`src/rtl/urad_pkg.sv`:
```
// Shared types and constants for the ultrasonic ranging block.
package urad_pkg;

  // configuration register indexes
  localparam logic [1:0] CFG_ECHO_TIMEOUT = 2'd0;
  localparam logic [1:0] CFG_COOLDOWN     = 2'd1;
  localparam logic [1:0] CFG_THRESHOLD    = 2'd2;

  localparam logic [15:0] ECHO_TIMEOUT_RST = 16'd600;
  localparam logic [15:0] COOLDOWN_RST     = 16'd1200;
  localparam logic [9:0]  THRESHOLD_RST    = 10'd5;

  // distance = floor(ticks*25/29) = (ticks * 25 * ceil(2^26/29)) >> 26, exact below 2^17 ticks.
  // Ticks at or above TICK_CLAMP all saturate to DIST_MAX, so the count is clamped first.
  localparam int unsigned     DIST_SHIFT = 26;
  localparam logic [25:0]     DIST_MULT  = 26'd57852475;
  localparam logic [31:0]     TICK_CLAMP = 32'd76022;
  localparam logic [15:0]     DIST_MAX   = 16'hFFFF;

  // timing limits used by the sequencer
  typedef struct packed {
    logic [15:0] echo_timeout;
    logic [15:0] cooldown;
  } limits_t;

endpackage

```
`src/rtl/urad_front.sv`:
```
// Front end: five-phase trigger/echo sequencer that classifies each tick.
module urad_front import urad_pkg::*; #(
  parameter int COUNTER_BITS = 16
) (
  input  logic                    clk,
  input  logic                    rst,
  input  logic                    take,
  input  logic                    echo_level,
  input  limits_t                 limits,
  output logic                    trig,
  output logic                    meas,
  output logic [COUNTER_BITS-1:0] tick
);

  localparam int CMP_W = (COUNTER_BITS > 16) ? COUNTER_BITS : 16;
  localparam logic [COUNTER_BITS-1:0] CNT_MAX = '1;

  typedef enum logic [2:0] {
    PH_TRIG = 3'd0,
    PH_RISE = 3'd1,
    PH_WAIT = 3'd2,
    PH_MEAS = 3'd3,
    PH_COOL = 3'd4
  } phase_t;

  phase_t                  phase, phase_next;
  logic [COUNTER_BITS-1:0] tick_count, tick_count_next;
  logic [COUNTER_BITS-1:0] cnt_up;

  assign cnt_up = (tick_count == CNT_MAX) ? tick_count : tick_count + 1'b1;

  always_comb begin
    phase_next      = phase;
    tick_count_next = tick_count;
    case (phase)
      PH_TRIG: phase_next = PH_RISE;
      PH_RISE: begin
        tick_count_next = '0;
        phase_next      = PH_WAIT;
      end
      PH_WAIT: begin
        if (echo_level) begin
          tick_count_next = '0;
          phase_next      = PH_MEAS;
        end else begin
          tick_count_next = cnt_up;
          if (CMP_W'(cnt_up) > CMP_W'(limits.echo_timeout)) phase_next = PH_COOL;
        end
      end
      PH_MEAS: begin
        if (echo_level) begin
          tick_count_next = cnt_up;
        end else begin
          tick_count_next = '0;
          phase_next      = PH_COOL;
        end
      end
      PH_COOL: begin
        tick_count_next = cnt_up;
        if (CMP_W'(cnt_up) > CMP_W'(limits.cooldown)) phase_next = PH_TRIG;
      end
      default: phase_next = PH_RISE;
    endcase
  end

  // word handed to the back end
  assign trig = (phase_next == PH_RISE);
  assign meas = (phase == PH_MEAS) && !echo_level;
  assign tick = tick_count;

  always_ff @(posedge clk) begin
    if (rst) begin
      phase      <= PH_TRIG;
      tick_count <= '0;
    end else if (take) begin
      phase      <= phase_next;
      tick_count <= tick_count_next;
    end
  end

endmodule

```
`src/rtl/urad_fifo.sv`:
```
// Short word queue between the sequencer and the distance back end.
module urad_fifo #(
  parameter int WIDTH = 18,
  parameter int DEPTH = 4
) (
  input  logic             clk,
  input  logic             rst,
  input  logic             push,
  input  logic [WIDTH-1:0] push_data,
  input  logic             pop,
  output logic [WIDTH-1:0] head,
  output logic             full,
  output logic             empty
);

  localparam int PW = (DEPTH > 1) ? $clog2(DEPTH) : 1;
  localparam int CW = $clog2(DEPTH + 1);
  localparam logic [PW-1:0] LAST  = PW'(DEPTH - 1);
  localparam logic [CW-1:0] CFULL = CW'(DEPTH);

  logic [WIDTH-1:0] mem [DEPTH];
  logic [PW-1:0]    wr_ptr, rd_ptr;
  logic [CW-1:0]    count;
  logic             do_push, do_pop;

  assign full    = (count == CFULL);
  assign empty   = (count == '0);
  assign do_push = push && !full;
  assign do_pop  = pop && !empty;
  assign head    = mem[rd_ptr];

  always_ff @(posedge clk) begin
    if (do_push) mem[wr_ptr] <= push_data;
  end

  always_ff @(posedge clk) begin
    if (rst) begin
      wr_ptr <= '0;
      rd_ptr <= '0;
      count  <= '0;
    end else begin
      if (do_push) wr_ptr <= (wr_ptr == LAST) ? '0 : wr_ptr + 1'b1;
      if (do_pop)  rd_ptr <= (rd_ptr == LAST) ? '0 : rd_ptr + 1'b1;
      case ({do_push, do_pop})
        2'b10:   count <= count + 1'b1;
        2'b01:   count <= count - 1'b1;
        default: count <= count;
      endcase
    end
  end

endmodule

```
`src/rtl/urad_back.sv`:
```
// Back end: distance scaling, approach check, LED state and result register.
module urad_back import urad_pkg::*; #(
  parameter int COUNTER_BITS = 16
) (
  input  logic                    clk,
  input  logic                    rst,
  input  logic                    head_valid,
  input  logic                    head_trig,
  input  logic                    head_meas,
  input  logic [COUNTER_BITS-1:0] head_tick,
  input  logic [9:0]              threshold,
  output logic                    pop,
  output logic                    out_valid,
  input  logic                    out_stall,
  output logic                    trigger_level,
  output logic                    led_lit,
  output logic                    distance_valid,
  output logic [15:0]             distance_cm,
  output logic [15:0]             approach_cm
);

  localparam int QW = 17;
  localparam int PW = QW + 26;

  logic          advance;
  logic [QW-1:0] tick_c;
  logic [PW-1:0] prod;

  // stage 1: scaled count
  logic          s1_valid;
  logic          s1_trig;
  logic          s1_meas;
  logic [QW-1:0] s1_quo;

  // measurement history
  logic          first_meas;
  logic          led_reg;
  logic [15:0]   prev_dist;

  logic [15:0]   cur_dist;
  logic [15:0]   approach;
  logic          led_new;

  assign advance = !out_valid || !out_stall;
  assign pop     = advance && head_valid;

  assign tick_c = (32'(head_tick) >= TICK_CLAMP) ? QW'(TICK_CLAMP) : QW'(head_tick);
  assign prod   = PW'(tick_c) * PW'(DIST_MULT);

  always_comb begin
    cur_dist = '0;
    approach = '0;
    led_new  = led_reg;
    if (s1_meas) begin
      cur_dist = s1_quo[QW-1] ? DIST_MAX : s1_quo[15:0];
      if (!first_meas) begin
        approach = (prev_dist > cur_dist) ? prev_dist - cur_dist : '0;
        led_new  = approach >= 16'(threshold);
      end
    end
  end

  always_ff @(posedge clk) begin
    if (advance) begin
      s1_trig <= head_trig;
      s1_meas <= head_meas;
      s1_quo  <= prod[PW-1:DIST_SHIFT];
    end
  end

  always_ff @(posedge clk) begin
    if (rst) begin
      s1_valid   <= 1'b0;
      out_valid  <= 1'b0;
      first_meas <= 1'b1;
      led_reg    <= 1'b0;
      prev_dist  <= '0;
    end else if (advance) begin
      s1_valid  <= head_valid;
      out_valid <= s1_valid;
      if (s1_valid && s1_meas) begin
        first_meas <= 1'b0;
        led_reg    <= led_new;
        prev_dist  <= cur_dist;
      end
    end
  end

  always_ff @(posedge clk) begin
    if (advance) begin
      trigger_level  <= s1_trig;
      led_lit        <= led_new;
      distance_valid <= s1_meas;
      distance_cm    <= cur_dist;
      approach_cm    <= approach;
    end
  end

endmodule

```
`src/rtl/ultrasonic_ranging_approach_detect.sv`:
```
// Top level: ultrasonic echo-ranging sequencer with approach detection.
//
//  channel | direction | handshake             | word
//  --------+-----------+-----------------------+-------------------------------------------
//  in      | input     | in_valid / in_stall   | echo_level
//  out     | output    | out_valid / out_stall | trigger_level, led_lit, distance_valid,
//          |           |                       | distance_cm, approach_cm
//  cfg     | input     | cfg_valid / cfg_ready | cfg_index, cfg_data
//
//  One tick word is taken per cycle while in_stall is low; its result word goes through
//  the queue write at the accepting edge, the multiply stage and the result register.
//  The sequencer works at acceptance; a four-word queue lets it run ahead of the back end.
//  in_stall rises only on a full queue; with out_valid set, out_stall freezes the back end.
//  rst is synchronous: sequencer in trigger phase, queue empty, registers at defaults.
module ultrasonic_ranging_approach_detect import urad_pkg::*; #(
  parameter int COUNTER_BITS = 16
) (
  input  logic        clk,
  input  logic        rst,
  input  logic        in_valid,
  output logic        in_stall,
  input  logic        echo_level,
  output logic        out_valid,
  input  logic        out_stall,
  output logic        trigger_level,
  output logic        led_lit,
  output logic        distance_valid,
  output logic [15:0] distance_cm,
  output logic [15:0] approach_cm,
  input  logic        cfg_valid,
  output logic        cfg_ready,
  input  logic [1:0]  cfg_index,
  input  logic [15:0] cfg_data
);

  localparam int WW = COUNTER_BITS + 2;

  limits_t                 limits;
  logic [9:0]              threshold;
  logic                    take;
  logic                    f_trig, f_meas;
  logic [COUNTER_BITS-1:0] f_tick;
  logic [WW-1:0]           head;
  logic                    q_full, q_empty, q_pop;

  assign cfg_ready = 1'b1;

  always_ff @(posedge clk) begin
    if (rst) begin
      limits.echo_timeout <= ECHO_TIMEOUT_RST;
      limits.cooldown     <= COOLDOWN_RST;
      threshold           <= THRESHOLD_RST;
    end else if (cfg_valid && cfg_ready) begin
      case (cfg_index)
        CFG_ECHO_TIMEOUT: limits.echo_timeout <= cfg_data;
        CFG_COOLDOWN:     limits.cooldown     <= cfg_data;
        CFG_THRESHOLD:    threshold           <= cfg_data[9:0];
        default:          ;
      endcase
    end
  end

  assign in_stall = q_full;
  assign take     = in_valid && !in_stall;

  urad_front #(.COUNTER_BITS(COUNTER_BITS)) u_front (
    .clk        (clk),
    .rst        (rst),
    .take       (take),
    .echo_level (echo_level),
    .limits     (limits),
    .trig       (f_trig),
    .meas       (f_meas),
    .tick       (f_tick)
  );

  urad_fifo #(.WIDTH(WW), .DEPTH(4)) u_fifo (
    .clk       (clk),
    .rst       (rst),
    .push      (take),
    .push_data ({f_trig, f_meas, f_tick}),
    .pop       (q_pop),
    .head      (head),
    .full      (q_full),
    .empty     (q_empty)
  );

  urad_back #(.COUNTER_BITS(COUNTER_BITS)) u_back (
    .clk            (clk),
    .rst            (rst),
    .head_valid     (!q_empty),
    .head_trig      (head[WW-1]),
    .head_meas      (head[WW-2]),
    .head_tick      (head[COUNTER_BITS-1:0]),
    .threshold      (threshold),
    .pop            (q_pop),
    .out_valid      (out_valid),
    .out_stall      (out_stall),
    .trigger_level  (trigger_level),
    .led_lit        (led_lit),
    .distance_valid (distance_valid),
    .distance_cm    (distance_cm),
    .approach_cm    (approach_cm)
  );

  // trigger and measurement completion fall in different phases
  a_trig_meas_excl: assert property (@(posedge clk) disable iff (rst)
    out_valid |-> !(trigger_level && distance_valid))
    else $error("trigger and measurement in the same word");

  // approach only reported with a completed measurement
  a_approach_needs_meas: assert property (@(posedge clk) disable iff (rst)
    (out_valid && approach_cm != 16'd0) |-> distance_valid)
    else $error("approach without measurement");

  // no distance outside a measurement word
  a_dist_zero: assert property (@(posedge clk) disable iff (rst)
    (out_valid && !distance_valid) |-> (distance_cm == 16'd0))
    else $error("distance set without measurement");

  // a trigger word is followed by one without trigger
  a_trig_single: assert property (@(posedge clk) disable iff (rst)
    (out_valid && !out_stall && trigger_level) ##1 out_valid |-> !trigger_level)
    else $error("trigger held over two ticks");

endmodule

```
`config.mk`:
```
export PLATFORM = sky130hd
export DESIGN_NAME = ultrasonic_ranging_approach_detect
export DESIGN_NICKNAME = d
export VERILOG_FILES = /design/src/rtl/urad_pkg.sv /design/src/rtl/urad_front.sv /design/src/rtl/urad_fifo.sv /design/src/rtl/urad_back.sv /design/src/rtl/ultrasonic_ranging_approach_detect.sv
export SDC_FILE = /design/constraint.sdc
export NUM_CORES = 1
export LEC_CHECK = 0
export BUFFER_PORTS_ARGS = -buffer_cell sky130_fd_sc_hd__buf_2
export CAP_MARGIN = 20
export CORE_UTILIZATION = 55
export DETAILED_ROUTE_END_ITERATION = 16
export GPL_TIMING_DRIVEN = 1
export HOLD_SLACK_MARGIN = 0.05
export PLACE_DENSITY = 0.74
export SYNTH_ARGS = -nofsm -noshare
export SYNTH_HDL_FRONTEND = slang
export SYNTH_HIERARCHICAL = 1
export SYNTH_SLANG_ARGS = --single-unit
```
`constraint.sdc`:
```
create_clock -name clk -period 8.3 [get_ports clk]
set_clock_uncertainty 0.15 [all_clocks]
set_input_delay 0.415 -clock clk [delete_from_list [all_inputs] [get_ports clk]]
set_output_delay 0.415 -clock clk [all_outputs]
set_load 0.05 [all_outputs]
```
Word level (Yosys, flattened, before mapping)

Memory sizes are Yosys's and may differ from the RTL's. A register that Yosys moved wholly into a read port is not among the register bits.
Index checks and enable logic that the tools add are counted.

Order comparisons: 4
Multiplexer cells: 21
Reductions and logical operators: 22
Equality and inequality tests: 13
Add/sub/neg operators: 6
$mul: 1
Bitwise gates (word level): 1

Operators by type and width:

| kind                                                                   | number |
|---|---|
| 16-bit two-way mux                                                     | 6 |
| 16-bit one-hot mux with 4 select lines                                 | 1 |
| 16-bit greater-than comparator                                         | 3 |
| 16-bit by 26-bit multiplier with 42-bit output (second input constant) | 1 |
| 16-bit by 1-bit adder with 16-bit output (second input constant)       | 1 |
| 16-bit == test (second input constant)                                 | 1 |
| 16-bit by 10-bit >= comparator with 1-bit output                       | 1 |
| 16-bit subtractor                                                      | 1 |
| 3-bit two-way mux                                                      | 4 |
| 3-bit one-hot mux with 4 select lines                                  | 1 |
| 2-bit AND reduction                                                    | 5 |
| 2-bit == test (second input constant)                                  | 4 |
| 2-bit two-way mux                                                      | 4 |
| 3-bit by 1-bit == test with 1-bit output (second input constant)       | 2 |
| 3-bit by 2-bit == test with 1-bit output (second input constant)       | 2 |
| 3-bit == test (second input constant)                                  | 2 |
| 1-bit logical AND                                                      | 6 |
| 3-bit one-hot mux with 2 select lines                                  | 1 |
| 1-bit logical NOT                                                      | 5 |
| 2-bit by 1-bit adder with 2-bit output (second input constant)         | 2 |
| 2-bit by 1-bit == test with 1-bit output (second input constant)       | 2 |
| 1-bit two-way mux                                                      | 4 |
| 4-bit nonzero test                                                     | 1 |
| 3-bit by 1-bit adder with 3-bit output (second input constant)         | 1 |
| 7 further kinds                                                        | 7 |

Input port bits: 24
Memories kept: 1
Output and inout bits: 38
Word-level logic and storage cells: 90
Register bits: 142
Memory bits (writable): 72

Memories:

| memory     | depth | width | read ports | clocked after memory_dff | wr ports | RTL line        | RTL |
|---|---|---|---|---|---|---|---|
| u_fifo.mem | 4     | 18    | 1          | 1                        | 1        | urad_fifo.sv:21 | `logic [WIDTH-1:0] mem [DEPTH];` |

Depth between registers and ports, before layout

Gate-level depths: netlist (run 1).

Word-level depth: 7
Depth in mapped cells: 25
Gate-level depth less buffers: 23

By module

The synthesis (run 1) kept the hierarchy.

Modules (own cells, without submodules):

| module                             | instances | sequential area each (um^2) | cells an instance | area each (um^2) |
|---|---|---|---|---|
| urad_back                          | 1         | 1991.9                      | 1061              | 10520.1 |
| urad_fifo                          | 1         | 2342.2                      | 148               | 3093.0 |
| urad_front                         | 1         | 380.4                       | 269               | 2049.5 |
| ultrasonic_ranging_approach_detect | 1         | 840.8                       | 172               | 1750.4 |

Worst setup path before layout (run 1)

OpenSTA, ideal clock, no wires.

Path kind: register to register
Start point: reg with a tool-made name
End point: reg u_back.s1_quo[9] (data pin)
Cell stages (with the launch flop): 26
Period minus slack after synthesis: 6.775 ns
Library setup time: 0.264 ns
Arrival: 6.362 ns
Setup slack: 1.525 ns
Data required time: 7.886 ns
Buffers on the path: 2
Path through: dfxtp_1 -> buf_2 -> buf_6 -> mux4_2 -> inv_1 -> ha_1 -> xnor2_1 -> ha_1 -> or2_2 -> fa_1 -> inv_1 -> fa_1 -> inv_1 -> fa_1 -> inv_1 -> fa_1 -> inv_1 -> ha_1 -> nand4_1 -> o21ai_0 -> a2111oi_0 -> o211ai_1 -> a21boi_1 -> o22a_1 -> a31oi_1 -> xor2_1

RTL lines:

| element                | RTL line        | RTL |
|---|---|---|
| end signal: assignment | urad_back.sv:67 | `s1_quo <= prod[PW-1:DIST_SHIFT];` |
| end: declaration       | urad_back.sv:33 | `logic [QW-1:0] s1_quo;` |

==> impl_metrics.sql, run 1 <==
INSERT INTO impl_metrics (metric_group, metric, value, unit) VALUES
('run_status', 'status', 'finished with violations', ''),
('run_status', 'violated_checks', 'design-rule violations', ''),
('worst_setup_path', 'crit_path_start_kind', 'flop', ''),
('run', 'maxCapViolations', '0', ''),
('worst_setup_path', 'endpoint', 'u_back/s1_quo[8]', ''),
('clock_network', 'clock-root-buffer', 'sky130_fd_sc_hd__clkbuf_16', ''),
('place', 'place_congestion', '0.977', ''),
('sta', 'setup_tns', '0', 'ns'),
('place', 'place_inst', '2071', ''),
('logic_synthesis', 'synth-async-reset-ratio', '0', '%'),
('sta', 'worst_slack', '1.05', 'ns'),
('logic_synthesis', 'synth.avg_cell_area', '10.6', 'µm²'),
('routing', 'detail_route.wirelength', '39.7', 'mm'),
('die', 'rows', '64', ''),
('worst_setup_path', 'critPathRequiredTime', '8.42', 'ns'),
('sta', 'setup_viol_count_final', '0', ''),
('place', 'port_buffers', '60', ''),
('worst_setup_path', 'maximum_fanout_along_the_worst_path', '11', ''),
('clock_network', 'insertion_delay', '0.54', 'ns'),
('clock_network', 'cts_inserted_buffers', '24', ''),
('logic_synthesis', 'ys_seq_area_share', '31.9', '%'),
('worst_setup_path', 'crit_arrival', '7.36', 'ns'),
('worst_setup_path', 'r2r_setup_slack', '1.05', 'ns'),
('grt', 'first_global_vias', '12356', ''),
('die', 'initial_utilization', '56.5', '%'),
('grt', 'wire_length_of_the_first_global_routing_pass', '64.9', 'mm'),
('worst_setup_path', 'r2r_endpoint', 'u_back/s1_quo[8]', ''),
('logic_synthesis', 'netlist_area_pre_place', '0.0174', 'mm²'),
('routing', 'drt_drc', '2', ''),
('sta', 'maxSlewViolCount', '0', ''),
('min_path', 'worstHoldPathType', 'input pin to flop', ''),
('worst_setup_path', 'worst_setup_path_end_kind', 'flop', ''),
('routing', 'vias_per_cell', '5.57', ''),
('logic_synthesis', 'synth_edf_count', '125', ''),
('layout', 'largest_reg_flops', '72', ''),
('clock_network', 'cts.clk_slew.worst_paths', '0.06', 'ns'),
('routing', 'ant_nets', '0', ''),
('grt', 'grt_util_all_layers', '25.4', '%'),
('clock_network', 'cts_setup_buffers', '0', ''),
('layout', 'design.final.nets', '2115', ''),
('worst_setup_path', 'critPathKind', 'flop to flop', ''),
('grt', 'overflow', '0', ''),
('logic_synthesis', 'synth_warnings', '6', ''),
('layout', 'filler_cell_count', '2506', ''),
('routing', 'count_of_tritonroute_iterations_in_the_first_routing_pass', '11', ''),
('sta', 'final.period_utilization', '87.3', '%'),
('layout', 'antennaDiodeCount', '0', ''),
('layout', 'syn_to_final_growth', '9.49', '%'),
('routing', 'via_count', '11865', ''),
('logic_synthesis', 'synthesis.instances', '1650', ''),
('sta', 'clock.fmax', '0.138', 'GHz'),
('sta', 'slew_headroom', '30.8', '%'),
('die', 'io_pins', '62', ''),
('logic_synthesis', 'postSynth.topFlopCell', 'sky130_fd_sc_hd__edfxtp_1', ''),
('logic_synthesis', 'synth_seq_cells', '215', ''),
('routing', 'post_drt_wl_per_cell', '18.7', 'µm'),
('clock_network', 'cts_resized', '0', ''),
('clock_network', 'clock_tree.htree_level_count', '1', ''),
('grt', 'pin_count_of_the_biggest_net_entering_global_routing', '116', ''),
('sta', 'timing_worst_slew_pin_value', '1.04', 'ns'),
('place', 'place_worst_setup_slack', '1.07', 'ns'),
('sta', 'hold_viol', '0', ''),
('logic_synthesis', 'synth.net_count', '2049', ''),
('sta', 'rsz0062_at_grt', 'no', ''),
('sta', 'period_needed', '7.25', 'ns'),
('routing', 'initialDrtViolationCount', '839', ''),
('clock_network', 'cts_tree', 'yes', ''),
('die', 'die-area', '0.0324', 'mm²'),
('layout', 'reg_top3', 'u_fifo/mem: 72 flops, limits: 32 flops', ''),
('place', 'dp_hpwl', '31.5', 'mm'),
('worst_setup_path', 'ff2ff_path_depth', '23', ''),
('die', 'fp.coreArea', '0.0308', 'mm²'),
('layout', 'drive_above_1_share', '9.11', '%'),
('die', 'die_width', '180', 'µm'),
('layout', 'finish.cell_count_without_fillers', '2130', ''),
('logic_synthesis', 'synth.lib_cells_used.distinct', '86', ''),
('grt', 'antenna_violations_before_repair', '0', ''),
('clock_network', 'clock_sinks', '215', ''),
('layout', 'registers.top_by_ff_count', 'u_fifo/mem', ''),
('clock_network', 'cts_max_path_buffers', '3', ''),
('die', 'die_y', '180', 'µm');
-- per-stage QoR --
| stage | cell area [µm²] | utilization (%) | hold WS (ns) |
|---|---|---|---|
| after global placement | 18000 | 58.5 | 0.258 |
| after CTS | 19100 | 61.8 | 0.0765 |
| after detailed placement | 18000 | 58.5 | 0.257 |
| after global routing | 19100 | 61.8 | 0.114 |
| after floorplan | 17400 | - | 0.250 |
| final | 19100 | 61.8 | 0.0929 |
-- synth_stat cells (6+ instances only) --
cell type	n	area share, %
sky130_fd_sc_hd__nor2_1	68	1.5
sky130_fd_sc_hd__and2_1	29	1.0
sky130_fd_sc_hd__a22oi_1	7	0.30
sky130_fd_sc_hd__o21ai_0	31	0.89
sky130_fd_sc_hd__nor2b_1	8	0.29
sky130_fd_sc_hd__a31oi_1	9	0.32
sky130_fd_sc_hd__dfxtp_1	90	10
sky130_fd_sc_hd__clkbuf_1	22	0.47
sky130_fd_sc_hd__inv_1	326	7.0
sky130_fd_sc_hd__a21oi_1	78	2.2
sky130_fd_sc_hd__nand4_1	10	0.36
sky130_fd_sc_hd__nand3b_1	8	0.34
sky130_fd_sc_hd__nand2b_1	55	2.0
sky130_fd_sc_hd__and3_1	20	0.72
sky130_fd_sc_hd__o211ai_1	6	0.26
sky130_fd_sc_hd__xor2_1	24	1.2
sky130_fd_sc_hd__a21o_1	26	1.1
sky130_fd_sc_hd__buf_2	11	0.32
sky130_fd_sc_hd__fa_1	134	15
sky130_fd_sc_hd__edfxtp_1	125	22
sky130_fd_sc_hd__xnor2_1	25	1.3
sky130_fd_sc_hd__ha_1	241	17
sky130_fd_sc_hd__nand2_1	67	1.4
sky130_fd_sc_hd__nor3_1	13	0.37
sky130_fd_sc_hd__o21ai_1	9	0.26
sky130_fd_sc_hd__nand3_1	30	0.86
sky130_fd_sc_hd__mux4_2	18	2.3
sky130_fd_sc_hd__o21a_1	6	0.26
sky130_fd_sc_hd__mux2i_1	44	2.5
sky130_fd_sc_hd__or3_1	6	0.22
-- worst min path at each step --
stage	from	to	slack, ns	depth (start not counted)
after detailed placement	u_back/s1_trig	u_back/trigger_level	0.26	0
after global placement	u_back/s1_trig	u_back/trigger_level	0.26	0
after floorplan	u_back/s1_trig	u_back/trigger_level	0.25	0
after global routing	cfg_data[8]	threshold[8]	0.11	3
after CTS	cfg_data[8]	threshold[8]	0.08	3
final	cfg_data[8]	threshold[8]	0.09	3
-- critical path, stage by stage (launching register included) --
cell	delay [ns]
sky130_fd_sc_hd__dfxtp_1	0.63
sky130_fd_sc_hd__buf_4	0.28
sky130_fd_sc_hd__mux4_2	0.46
sky130_fd_sc_hd__ha_1	0.30
sky130_fd_sc_hd__xnor2_1	0.19
sky130_fd_sc_hd__ha_1	0.20
sky130_fd_sc_hd__or2_2	0.30
sky130_fd_sc_hd__fa_1	0.51
sky130_fd_sc_hd__inv_1	0.07
sky130_fd_sc_hd__fa_1	0.53
sky130_fd_sc_hd__inv_1	0.05
sky130_fd_sc_hd__fa_1	0.53
sky130_fd_sc_hd__inv_1	0.05
sky130_fd_sc_hd__fa_1	0.52
sky130_fd_sc_hd__inv_1	0.04
sky130_fd_sc_hd__ha_1	0.29
sky130_fd_sc_hd__nand4_1	0.11
sky130_fd_sc_hd__o21ai_0	0.12
sky130_fd_sc_hd__a2111oi_0	0.40
sky130_fd_sc_hd__o211ai_1	0.25
sky130_fd_sc_hd__a21boi_1	0.33
sky130_fd_sc_hd__o22a_1	0.33
sky130_fd_sc_hd__nand4_1	0.14
sky130_fd_sc_hd__o2111a_1	0.18
-- cells by family (layout without fill, tap and decap cells) --
group | after synthesis | after routing | share of synthesized area [%]
adders and majority gates | 375 | 375 | 32.7
AOI/OAI and AO/OA | 225 | 225 | 8.49
DFF | 215 | 215 | 31.9
muxes | 62 | 62 | 4.86
other | 1 | 1 | 0.0215
and+or+nand+nor | 354 | 354 | 11.1
buffers and inverters | 367 | 451 | 8.26
xor gates and xnor gates | 51 | 51 | 2.69
-- placed cells by master (no fill, tap or decap), drive strengths merged, types with 30 or more instances in the layout --
cell	n
and2	30
a21oi	82
o21ai	41
ha	241
nand2	67
inv	330
nand2b	55
dfxtp	90
nor2	69
edfxtp	125
fa	134
mux2i	44
nand3	31
buf	66
-- layout make-up --
| type | instances | area (µm²) | share of cell area, % |
|---|---|---|---|
| Timing Repair Buffer | 81 | 498 | 2.61 |
| Clock inverter | 17 | 225 | 1.18 |
| Inverter | 326 | 1220 | 6.42 |
| Tap cell | 396 | 495 | 2.60 |
| Sequential cell | 215 | 5560 | 29.1 |
| Clock buffer | 27 | 642 | 3.37 |
| Multi-Input combinational cell | 1068 | 10400 | 54.7 |
-- per-layer routing --
metal  track usage (%)  share of wire, %  vias to the layer above
met4              7.14               2.8                        0
met1              34.5                45                     5805
met2              42.3                48                      321
met5                 0                 0                        -
li1                  -                 -                     5679
met3              3.75               5.1                       60
-- repair_timing --
| action | 4_1_cts | 5_1_grt |
|---|---|---|
| hold endpoints to repair | 28 | 0 |
| hold buffers | 15 | 0 |
| setup endpoints to repair | 0 | 0 |
Power of run 1 is not shown: default switching activity piles up to over one toggle a cycle in this logic, so the estimate is an artifact.
==> run 2, diff against run 1 <==
CELL_PAD_IN_SITES_DETAIL_PLACEMENT = 0   (was unset)
CELL_PAD_IN_SITES_GLOBAL_PLACEMENT = 1   (was unset)
CORE_UTILIZATION = 51   (was 55)
PLACE_DENSITY = 0.83   (was 0.74)
==> run 2 against run 1 <==
  * The run now ends clean
  * Non-clock buffer count is 2 higher
  * Design area is 0.44% higher
  * First-iteration DRC count is 9.2% lower
  * Via count is 2.4% lower
  * Routed wire length is 3.4% lower
  * Flip-flop and latch count stayed put
  * Global-route usage is 2.7 points lower
  * Highest routed layer unchanged
==> impl_metrics.sql, run 2 (synthesized netlist as in run 1, its figures left out) <==
INSERT INTO impl_metrics (metric_group, metric, value, unit) VALUES
('grt', 'overflow', '0', ''),
('sta', 'slew_headroom', '23.6', '%'),
('worst_setup_path', 'critical-path-max-stage-delay', '0.71', 'ns'),
('routing', 'met1Wirelength', '17.4', 'mm'),
('layout', 'layout.area.seq', '0.00556', 'mm²'),
('place', 'port_buffers', '60', ''),
('layout', 'design.final.nets', '2117', ''),
('routing', 'ant_nets', '0', ''),
('grt', 'wire_length_of_the_first_global_routing_pass', '62.8', 'mm'),
('routing', 'vias_per_cell', '5.30', ''),
('grt', 'first_global_vias', '11991', ''),
('routing', 'detail_route.wirelength', '38.4', 'mm'),
('routing', 'highest_layer', 'met4', ''),
('layout', 'multiInputGateArea', '0.0104', 'mm²'),
('run_status', 'status', 'finished, final reports clean', ''),
('layout', 'largest_reg_flops', '72', ''),
('grt', 'pin_count_of_the_biggest_net_entering_global_routing', '116', ''),
('die', 'die_y', '187', 'µm'),
('clock_network', 'cts_resized', '0', ''),
('clock_network', 'cts_setup_buffers', '0', ''),
('layout', 'filler_cell_count', '2940', ''),
('die', 'fp.coreArea', '0.0335', 'mm²'),
('clock_network', 'clock_tree.htree_level_count', '1', ''),
('grt', 'antenna_violations_before_repair', '0', ''),
('place', 'dp_hpwl', '30.6', 'mm'),
('sta', 'hold_viol', '0', ''),
('layout', 'antennaDiodeCount', '0', ''),
('worst_setup_path', 'endpoint', 'u_back/s1_quo[9]', ''),
('run', 'maxCapViolations', '0', ''),
('worst_setup_path', 'critPathRequiredTime', '8.41', 'ns'),
('worst_setup_path', 'path_cells', 'mux4_2 -> inv_1 -> ha_1 -> xnor2_1 -> ha_1 -> or2_2 -> fa_1 -> inv_1 -> fa_1 -> inv_1 -> fa_1 -> inv_1 -> fa_1 -> inv_1 -> ha_1 -> nand4_1 -> o21ai_0 -> a2111oi_0 -> o211ai_1 -> a21boi_1 -> o22a_1 -> a31oi_1 -> xor2_1', ''),
('clock_network', 'clock_sinks', '215', ''),
('clock_network', 'insertion_delay', '0.54', 'ns'),
('routing', 'count_of_tritonroute_iterations_in_the_first_routing_pass', '4', ''),
('layout', 'reg_top3', 'u_fifo/mem: 72 flops, limits: 32 flops', ''),
('worst_setup_path', 'ff2ff_path_depth', '23', ''),
('sta', 'clock.fmax', '0.134', 'GHz'),
('sta', 'setup_tns', '0', 'ns'),
('clock_network', 'cts-hold-fix-buffers', '17', ''),
('worst_setup_path', 'crit_path_start_kind', 'flop', ''),
('routing', 'via_count', '11585', ''),
('sta', 'rsz0062_at_grt', 'no', ''),
('clock_network', 'cts.clk_slew.worst_paths', '0.06', 'ns'),
('layout', 'registers.top_by_ff_count', 'u_fifo/mem', ''),
('layout', 'post-route-util', '57.1', '%'),
('place', 'place_congestion', '0.915', ''),
('routing', 'met2_length', '18.6', 'mm'),
('layout', 'layout.cells.most_common', 'sky130_fd_sc_hd__inv_1', ''),
('grt', 'grt_util_all_layers', '22.7', '%'),
('min_path', 'worstHoldPathType', 'input pin to flop', ''),
('layout', 'mostFrequentLayoutCells', '326 x sky130_fd_sc_hd__inv_1, 241 x sky130_fd_sc_hd__ha_1, 134 x sky130_fd_sc_hd__fa_1', ''),
('clock_network', 'cts_tree', 'yes', ''),
('sta', 'setup_viol_count_final', '0', ''),
('layout', 'drive_above_1_share', '8.81', '%'),
('clock_network', 'cts_max_path_buffers', '3', ''),
('worst_setup_path', 'worst_setup_path_end_kind', 'flop', ''),
('worst_setup_path', 'critPathSlowestCell', 'sky130_fd_sc_hd__mux4_2', ''),
('sta', 'timing_worst_slew_pin_value', '1.14', 'ns'),
('die', 'rows', '67', ''),
('sta', 'period_needed', '7.48', 'ns'),
('worst_setup_path', 'maximum_fanout_along_the_worst_path', '9', ''),
('clock_network', 'clock-root-buffer', 'sky130_fd_sc_hd__clkbuf_16', ''),
('die', 'initial_utilization', '51.9', '%'),
('sta', 'maxSlewViolCount', '0', ''),
('routing', 'drt_drc', '0', ''),
('layout', 'syn_to_final_growth', '9.97', '%'),
('worst_setup_path', 'r2r_endpoint', 'u_back/s1_quo[9]', ''),
('worst_setup_path', 'critical-path-top-cell-by-count', 'sky130_fd_sc_hd__inv_1', ''),
('die', 'die-area', '0.0349', 'mm²'),
('routing', 'met3_wirelength', '1.49', 'mm'),
('sta', 'fin_worst_hold_slack', '0.129', 'ns'),
('routing', 'initialDrtViolationCount', '762', ''),
('die', 'die_width', '187', 'µm'),
('sta', 'final.period_utilization', '90.1', '%'),
('worst_setup_path', 'r2r_setup_slack', '0.82', 'ns'),
('worst_setup_path', 'critPathKind', 'flop to flop', ''),
('clock_network', 'cts_inserted_buffers', '24', ''),
('die', 'io_pins', '62', ''),
('worst_setup_path', 'crit_arrival', '7.60', 'ns'),
('routing', 'post_drt_wl_per_cell', '17.6', 'µm');
run 2: changes by cell type in the layout (fill, tap and decap cells not counted), sizes merged:
cell / previous run / this run
bufinv: 4 / 5
clkbuf: 27 / 30
clkinv: 7 / 8
clkinvlp: 2 / 1
dlygate4sd3: 15 / 17
inv: 330 / 326
run 2: cell type report:
cell class | count | area share (%)
multi-input cells | 1068 | 54.4
flip-flops and latches | 215 | 29.0
inverters | 326 | 6.39
well taps | 448 | 2.93
clock buffers | 30 | 3.36
repair buffers | 83 | 2.72
clock inverters | 14 | 1.14
run 2: layer usage:
layer  vias to the layer above  track usage, %
met5                         -               0
met4                         0            5.74
met3                        47            2.56
met2                       233            39.3
met1                      5621            30.4
li1                       5684               -
run 2: worst min path at each step:
stage	depth (start not counted)	slack, ns	startpoint	to
floorplan	0	0.25	u_back/s1_trig	u_back/trigger_level
global placement	0	0.28	u_back/s1_trig	u_back/trigger_level
detailed placement	0	0.29	u_back/s1_trig	u_back/trigger_level
CTS	3	0.11	cfg_index[1]	limits[25]
global route	3	0.16	cfg_index[1]	limits[25]
finish	3	0.13	cfg_index[1]	limits[26]
run 2: per-stage QoR:
stage / cell area [µm²] / cells / worst slack [ns]
after floorplan: 17400 / 1650 / 1.52
after global placement: 18100 / 2122 / 0.970
after detailed placement: 18100 / 2123 / 0.819
after CTS: 19100 / 2184 / 0.776
after global routing: 19100 / 2184 / 0.422
final: 19100 / 2184 / 0.818
run 2: critical path, delay by kind of cell (launching register included):
family / cells / cell delay, ns
DFF: 1 / 0.67
muxes: 1 / 0.71
AOI/OAI and AO/OA: 6 / 1.69
xor gates and xnor gates: 2 / 0.39
buffers and inverters: 5 / 0.29
adders and majority gates: 7 / 2.90
and+or+nand+nor: 2 / 0.40
Power of run 2 is left out for the same reason.
==> run 3, diff against run 2 <==
HOLD_SLACK_MARGIN = 0.06   (was 0.05)
PLACE_DENSITY = 0.84   (was 0.83)
SYNTH_HIERARCHICAL = unset   (was 1)
==> run 3 against run 2 <==
  * Largest cell class unchanged
  * Routed wire length is 1.7% lower
  * Worst hold slack worse by 0.022 ns
  * Critical endpoint is now u_back.s1_quo[15]
  * Non-clock buffer count rose by 1
  * Worst setup slack got worse by 0.089 ns
==> impl_metrics.sql, run 3 <==
INSERT INTO impl_metrics (metric_group, metric, value, unit) VALUES
('worst_setup_path', 'crit_path_start_kind', 'flop', ''),
('clock_network', 'cts_setup_buffers', '0', ''),
('worst_setup_path', 'critical-path-max-stage-delay', '0.67', 'ns'),
('die', 'initial_utilization', '52.4', '%'),
('grt', 'wire_length_of_the_first_global_routing_pass', '60.7', 'mm'),
('layout', 'layout.area.seq', '0.00556', 'mm²'),
('worst_setup_path', 'critPathRequiredTime', '8.42', 'ns'),
('layout', 'drive_above_1_share', '9.11', '%'),
('clock_network', 'cts_inserted_buffers', '24', ''),
('clock_network', 'insertion_delay', '0.53', 'ns'),
('layout', 'multiInputGateArea', '0.00983', 'mm²'),
('logic_synthesis', 'synth_top_cells_by_area', 'sky130_fd_sc_hd__edfxtp_1 22%, sky130_fd_sc_hd__ha_1 18%, sky130_fd_sc_hd__fa_1 16%', ''),
('grt', 'pin_count_of_the_biggest_net_entering_global_routing', '89', ''),
('layout', 'syn_to_final_growth', '10.3', '%'),
('logic_synthesis', 'ys_seq_area_share', '33.3', '%'),
('sta', 'maxSlewViolCount', '0', ''),
('grt', 'overflow', '0', ''),
('place', 'port_buffers', '60', ''),
('layout', 'antennaDiodeCount', '0', ''),
('clock_network', 'cts.clk_slew.worst_paths', '0.06', 'ns'),
('layout', 'largest_reg_flops', '72', ''),
('logic_synthesis', 'synth.avg_cell_area', '10.5', 'µm²'),
('layout', 'mostFrequentLayoutCells', '310 x sky130_fd_sc_hd__inv_1, 238 x sky130_fd_sc_hd__ha_1, 136 x sky130_fd_sc_hd__fa_1', ''),
('routing', 'drt_drc', '0', ''),
('die', 'die_y', '183', 'µm'),
('min_path', 'worstHoldPathType', 'input pin to flop', ''),
('worst_setup_path', 'maximum_fanout_along_the_worst_path', '11', ''),
('logic_synthesis', 'synth_warnings', '0', ''),
('logic_synthesis', 'synth-async-reset-ratio', '0', '%'),
('layout', 'layout.cells.most_common', 'sky130_fd_sc_hd__inv_1', ''),
('logic_synthesis', 'synthesis.instances', '1590', ''),
('die', 'die-area', '0.0335', 'mm²'),
('worst_setup_path', 'critPathKind', 'flop to flop', ''),
('clock_network', 'cts_tree', 'yes', ''),
('sta', 'timing_worst_slew_pin_value', '0.963', 'ns'),
('routing', 'post_drt_wl_per_cell', '17.8', 'µm'),
('routing', 'detail_route.wirelength', '37.7', 'mm'),
('sta', 'clock.fmax', '0.132', 'GHz'),
('grt', 'grt_util_met1', '32.8', '%'),
('layout', 'registers.top_by_ff_count', 'u_fifo.mem', ''),
('worst_setup_path', 'crit_arrival', '7.69', 'ns'),
('min_path', 'worst_hold_path.num_cells', '2', ''),
('clock_network', 'clock-root-buffer', 'sky130_fd_sc_hd__clkbuf_16', ''),
('sta', 'hold_viol', '0', ''),
('worst_setup_path', 'critical-path-top-cell-by-count', 'sky130_fd_sc_hd__fa_1', ''),
('die', 'die_width', '183', 'µm'),
('sta', 'period_needed', '7.57', 'ns'),
('sta', 'setup_viol_count_final', '0', ''),
('grt', 'first_global_vias', '11269', ''),
('logic_synthesis', 'synth.top_cell.area_share', '22.5', '%'),
('routing', 'vias_per_cell', '5.24', ''),
('clock_network', 'cts_resized', '0', ''),
('grt', 'grt_util_all_layers', '23.3', '%'),
('logic_synthesis', 'synth_seq_cells', '215', ''),
('routing', 'via_count', '11085', ''),
('grt', 'grt_use_met2', '38.9', '%'),
('logic_synthesis', 'synth_edf_count', '125', ''),
('run', 'maxCapViolations', '0', ''),
('logic_synthesis', 'netlist_area_pre_place', '0.0167', 'mm²'),
('layout', 'filler_cell_count', '2790', ''),
('logic_synthesis', 'postSynth.topFlopCell', 'sky130_fd_sc_hd__edfxtp_1', ''),
('routing', 'count_of_tritonroute_iterations_in_the_first_routing_pass', '5', ''),
('die', 'fp.coreArea', '0.0319', 'mm²'),
('sta', 'rsz0062_at_grt', 'no', ''),
('place', 'dp_hpwl', '30.7', 'mm'),
('grt', 'global_route.usage.met3', '2.86', '%'),
('routing', 'ant_nets', '0', ''),
('clock_network', 'clock_tree.htree_level_count', '1', ''),
('sta', 'final.period_utilization', '91.2', '%'),
('run_status', 'status', 'finished, final reports clean', ''),
('routing', 'initialDrtViolationCount', '638', ''),
('clock_network', 'cts_max_path_buffers', '3', ''),
('clock_network', 'clock_sinks', '215', ''),
('layout', 'design.final.nets', '2059', ''),
('sta', 'slew_headroom', '35.8', '%'),
('place', 'place_congestion', '0.947', ''),
('logic_synthesis', 'synth.largest_area_cell', 'sky130_fd_sc_hd__edfxtp_1', ''),
('logic_synthesis', 'synth_top_cells_by_count', '310 x sky130_fd_sc_hd__inv_1, 238 x sky130_fd_sc_hd__ha_1, 136 x sky130_fd_sc_hd__fa_1, 129 x sky130_fd_sc_hd__nand2_1, 125 x sky130_fd_sc_hd__edfxtp_1', ''),
('logic_synthesis', 'post-synth-top-count-cell', 'sky130_fd_sc_hd__inv_1', ''),
('layout', 'reg_top3', 'u_fifo.mem: 72 flops, limits: 32 flops', ''),
('worst_setup_path', 'worst_setup_path_end_kind', 'flop', ''),
('logic_synthesis', 'synth.lib_cells_used.distinct', '70', ''),
('die', 'io_pins', '62', ''),
('grt', 'grt-busiest-layer', 'met2', ''),
('worst_setup_path', 'ff2ff_path_depth', '22', ''),
('logic_synthesis', 'synth.net_count', '1988', ''),
('worst_setup_path', 'path_cells', 'buf_4 -> mux4_2 -> ha_1 -> inv_1 -> fa_1 -> inv_1 -> fa_1 -> fa_1 -> inv_1 -> fa_1 -> fa_1 -> inv_1 -> ha_1 -> nand4_1 -> nor4_1 -> nor2b_1 -> a2111oi_2 -> a21o_2 -> or3_4 -> nand3_1 -> o211ai_1 -> xnor2_1', ''),
('worst_setup_path', 'r2r_setup_slack', '0.73', 'ns'),
('worst_setup_path', 'critPathSlowestCell', 'sky130_fd_sc_hd__mux4_2', ''),
('grt', 'antenna_violations_before_repair', '0', ''),
('die', 'rows', '65', ''),
('sta', 'setup_tns', '0', 'ns');
==> run 3: per-stage QoR <==
stage	setup WS (ns)	utilization, %	std cells	hold WS [ns]	cell area [µm²]
after global placement	0.864	54.7	2052	0.257	17400
after global routing	0.349	57.8	2114	0.120	18400
after detailed placement	0.762	54.7	2053	0.257	17500
after floorplan	0.985	-	1590	0.250	16700
after CTS	0.742	57.8	2114	0.0949	18400
final	0.729	57.8	2114	0.107	18400
==> run 3: cell families after synthesis <==
| kind of cell | synth area share, % |
|---|---|
| compound gates | 8.73 |
| mux | 3.47 |
| other cells | 0.0224 |
| flops | 33.3 |
| simple gates | 9.92 |
| buf+inv | 7.96 |
| fa+ha+maj | 34.1 |
| xor+xnor | 2.52 |
==> run 3: area by class of cell <==
| type | count | area share [%] |
|---|---|---|
| inverters | 312 | 6.35 |
| well taps | 435 | 2.95 |
| multi-input cells | 1024 | 53.3 |
| flip-flops and latches | 215 | 30.1 |
| clock inverters | 18 | 1.03 |
| clock buffers | 26 | 3.35 |
| repair buffers | 84 | 2.86 |
==> run 3: per-layer routing <==
metal | vias up | share of wire, %
met1 | 5405 | 47
met5 | - | 0
met4 | 0 | 1.9
met3 | 47 | 3.6
met2 | 188 | 48
li1 | 5445 | -
==> run 3: path summary, 6_finish.rpt <==
kind,end,start
max reg2reg,u_back.s1_quo[15],flop
min reg2reg,u_back.trigger_level,u_back.s1_trig
max,u_back.s1_quo[15],flop
min,u_fifo.mem[3][16],echo_level
==> run 3: worst max-delay path, delay by kind of cell, from the launching register on <==
family / cells / cell delay (ns)
adder cells (fa/ha/maj): 7 / 3.27
AND/OR/NAND/NOR: 5 / 1.36
multiplexers: 1 / 0.67
flip-flops: 1 / 0.65
buffers and inverters: 5 / 0.60
AO/OA/AOI/OAI: 3 / 0.48
XOR/XNOR: 1 / 0.14
==> run 3: repair_timing <==
action | in CTS | in global routing
setup endpoints to repair | 0 | 0
hold buffers | 17 | 0
hold endpoints to repair | 43 | 0
Power of run 3 is left out for the same reason.
